==> src/sv/rripsb_ram.sv <==
// Generic simple dual-port RAM with one write port and a registered read port.
// No dependencies.
`timescale 1ns / 1ps
`default_nettype none
module rripsb_ram #(
	parameter int WIDTH = 8,
	parameter int DEPTH = 256,
	localparam int AW = $clog2(DEPTH)
) (
	input  logic             clk,
	input  logic             we,
	input  logic [AW-1:0]    waddr,
	input  logic [WIDTH-1:0] wdata,
	input  logic             re,
	input  logic [AW-1:0]    raddr,
	output logic [WIDTH-1:0] rdata
);

	logic [WIDTH-1:0] mem [DEPTH];

	always_ff @(posedge clk) begin
		if (we) begin
			mem[waddr] <= wdata;
		end
		if (re) begin
			rdata <= mem[raddr];
		end
	end

endmodule
`default_nettype wire

==> config.mk <==
export PLATFORM = sky130hd
export DESIGN_NAME = rripsb_ram
export DESIGN_NICKNAME = d
export VERILOG_FILES = /design/src/sv/rripsb_ram.sv
export SDC_FILE = /design/constraint.sdc
export NUM_CORES = 2
export LEC_CHECK = 0
export BUFFER_PORTS_ARGS = -buffer_cell sky130_fd_sc_hd__buf_2
export CAP_MARGIN = 20
export CORE_MARGIN = 3
export CORE_UTILIZATION = 35
export CTS_CLUSTER_SIZE = 30
export DETAILED_ROUTE_END_ITERATION = 12
export PLACE_DENSITY_LB_ADDON = 0.12
export SKIP_CTS_REPAIR_TIMING = 1
export SLEW_MARGIN = 20
export SYNTH_ARGS = -nofsm -noshare
export SYNTH_HDL_FRONTEND = slang
export SYNTH_SLANG_ARGS = --single-unit
export TNS_END_PERCENT = 100
==> constraint.sdc <==
create_clock -name clk -period 3.2 [get_ports clk]
set_clock_uncertainty 0.05 [all_clocks]
set_input_delay 0.48 -clock clk [delete_from_list [all_inputs] [get_ports clk]]
set_output_delay 0.48 -clock clk [all_outputs]
set_load 0.01 [all_outputs]
==> results.cfg <==
[worst_setup_path]
critPathArrivalTime_ns = 3.55
crit_path_end_kind = flop
slowest_stage = nor3_1
startpoint_type = flop
slowest_delay_ns = 0.85
path_cells = mux4_2 -> a22o_1 -> a221oi_1 -> o32ai_1 -> nor3_1 -> nor4_1
path_class = reg -> reg
crit_required_ns = 3.70
path_max_fanout = 1

[power]
p_leak_nw = 30.43
p_total_mw = 57.50
vdd_drop_max_v = 0.0005408
power_density_nw_per_um2 = 604.5

[placed_design]
place_area_um2 = 88230
dp_hpwl_mm = 151.1
dp_slack_ns = -0.6344
gp_congestion = 0.8247
io_buffers = 34

[die]
coreArea_um2 = 225500
io-pin-count = 35
dieArea_um2 = 233300
fp.dieW_um = 483.0
rows = 174
die_h_um = 483.0
initial_core_util = 0.3531

[timing]
hold_viol_final = 0
worst_pin_slew_ns = 1.090
setup_slack_ns = 0.1573
layout_worst_path_cycle_share = 0.9509
finalSetupViolCount = 0
slew_headroom = 0.2677
hold_ws_ns = 0.02416
rsz0062_at_grt = false
max_freq_ghz = 0.3287
layout_min_cycle_time_ns = 3.043
slew_violations = 0

[grt]
grt_usage = 0.1955
grt_pass1_vias = 41010
grt_pass1_wl_mm = 325.3
grt_antenna_before_repair = 18
grt_max_degree = 90
gr-total-overflow = 0

[final_layout]
fill_cells = 20010
finalCoreUtilization = 0.4217
final_common_cell = edfxtp_1
stdcell_area_um2 = 95120
final_nets = 4424
layout-drive-gt1-share = 0.3204
multi_input_area_um2 = 16580
layout_common_cells = edfxtp_1 (2056), buf_4 (562), mux4_2 (454)
area_growth_pct = 19.44
seq_area_um2 = 61740

[logic_synthesis]
synth_edf_count = 2056
synth.distinct_cells = 54
yosys_warnings = 0
syn_inst = 3733
ys_ff_latch = 2056
netlist_area_um2 = 79640
seq_area_frac_synth = 0.7753
syn_area_per_cell_um2 = 21.33
async_reset_ff_frac = 0
syn_nets = 3760
synth-main-ff-cell = edfxtp_1

[run_status]
outcome = finished clean

[cts]
h-tree-depth = 4
clk_latency_ns = 0.86
ctsRootBufferMaster = clkbuf_16
cts_inserted_buffers = 216
clock_path_buffers = 3
cts_tree = yes
clock-sinks = 2056
clkTransAtPathRegs_ns = 0.06

[drt]
via_per_inst = 5.327
drtPass1Iterations = 5
met1_length_mm = 104.7
drt-total-wl_mm = 230.1
postRouteAntennaNets = 0
wl_per_cell_um = 30.38
met2_wirelength_mm = 109.8
via_count = 40340
drt_iter0_drc = 4041
top_layer_used = met4
drc = 0
route.met3.wl_mm = 11.33

[job]
drv_cap = 0

[worst_hold_path]
hold_path.class = in -> reg
-- sequential cells by signal (all words and copies together), names as in the netlist --
register and cells:
mem 2048, rdata 8
-- area by class of cell --
class / count / share of cell area
flip-flops and latches: 2056 / 0.6491
multi-input cells: 1442 / 0.1743
repair buffers: 679 / 0.06488
clock buffers: 266 / 0.05947
well taps: 2992 / 0.03936
clock inverters: 127 / 0.01259
diodes: 9 / 0.0002368
inverters: 2 / 0.00007892
-- cells in the mapped netlist (3+ instances only) --
library cell  number  area share
clkbuf_1         111      0.0052
a22oi_1          133       0.013
buf_6             21      0.0030
nor3_1            22      0.0014
buf_2             31      0.0019
edfxtp_1        2056        0.78
buf_8             13      0.0025
nand4_1           10     0.00079
and2_1             6     0.00047
o21ai_0           10     0.00063
a221oi_1          13      0.0014
buf_4             27      0.0025
nand3_1           34      0.0021
nor4_2             3     0.00047
a21oi_1           96      0.0060
o221ai_1          46      0.0051
nand2_1           33      0.0016
or2_2              4     0.00031
nor4_1            24      0.0019
o32ai_1            4     0.00044
buf_12             8      0.0020
o22ai_1           28      0.0022
a22o_1             8     0.00088
nor2b_1           31      0.0024
nand2b_1           8     0.00063
nor2_1           282       0.013
a211oi_1          16      0.0015
o211ai_1          10     0.00094
mux4_2           454        0.13
mux2i_1          134       0.017
buf_1             22      0.0010
o22a_1             5     0.00055
-- worst paths after layout --
path	start	to	slack, ns	depth (start not counted)
max reg2reg	mem[83][5]$_DFFE_PP_	rdata[5]$_DFFE_PP_	0.16	6
min	wdata[0]	mem[198][0]$_DFFE_PP_	0.02	1
min reg2reg	mem[36][4]$_DFFE_PP_	rdata[4]$_DFFE_PP_	1.18	5
max	mem[83][5]$_DFFE_PP_	rdata[5]$_DFFE_PP_	0.16	6
-- metal layers --
layer	track usage	vias up
li1	-	17090
met1	0.2886	21820
met2	0.3109	1181
met3	0.02543	249
met4	0.04230	0
met5	0	-
-- cell families (layout without fill, tap and decap cells) --
logic type | count (synthesis) | after routing | synth area share
AOI/OAI and AO/OA | 385 | 385 | 0.03416
buffers and inverters | 235 | 1074 | 0.01829
DFF | 2056 | 2056 | 0.7753
muxes | 591 | 591 | 0.1460
other | 0 | 9 | 0
and+or+nand+nor | 466 | 466 | 0.02625
-- metrics by stage --
step | setup TNS (ns) | cells
floorplan | 0 | 3733
global placement | -4.984 | 7168
detailed placement | -3.289 | 7170
CTS | 0 | 7563
global route | 0 | 7569
finish | 0 | 7573
-- where the power goes --
group	internal (mW)	switching, mW	total [mW]
sequential	29.7	0.0483	29.7
clock	14.0	10.5	24.6
combinational	1.25	1.96	3.20
-- worst max-delay path: cells and delay by family (launching register included) --
family           cells  cell delay, ns
AO/OA/AOI/OAI        3            0.90
AND/OR/NAND/NOR      2            1.00
multiplexers         1            0.46
flip-flops           1            0.35
(Power assumes the default switching activity.)
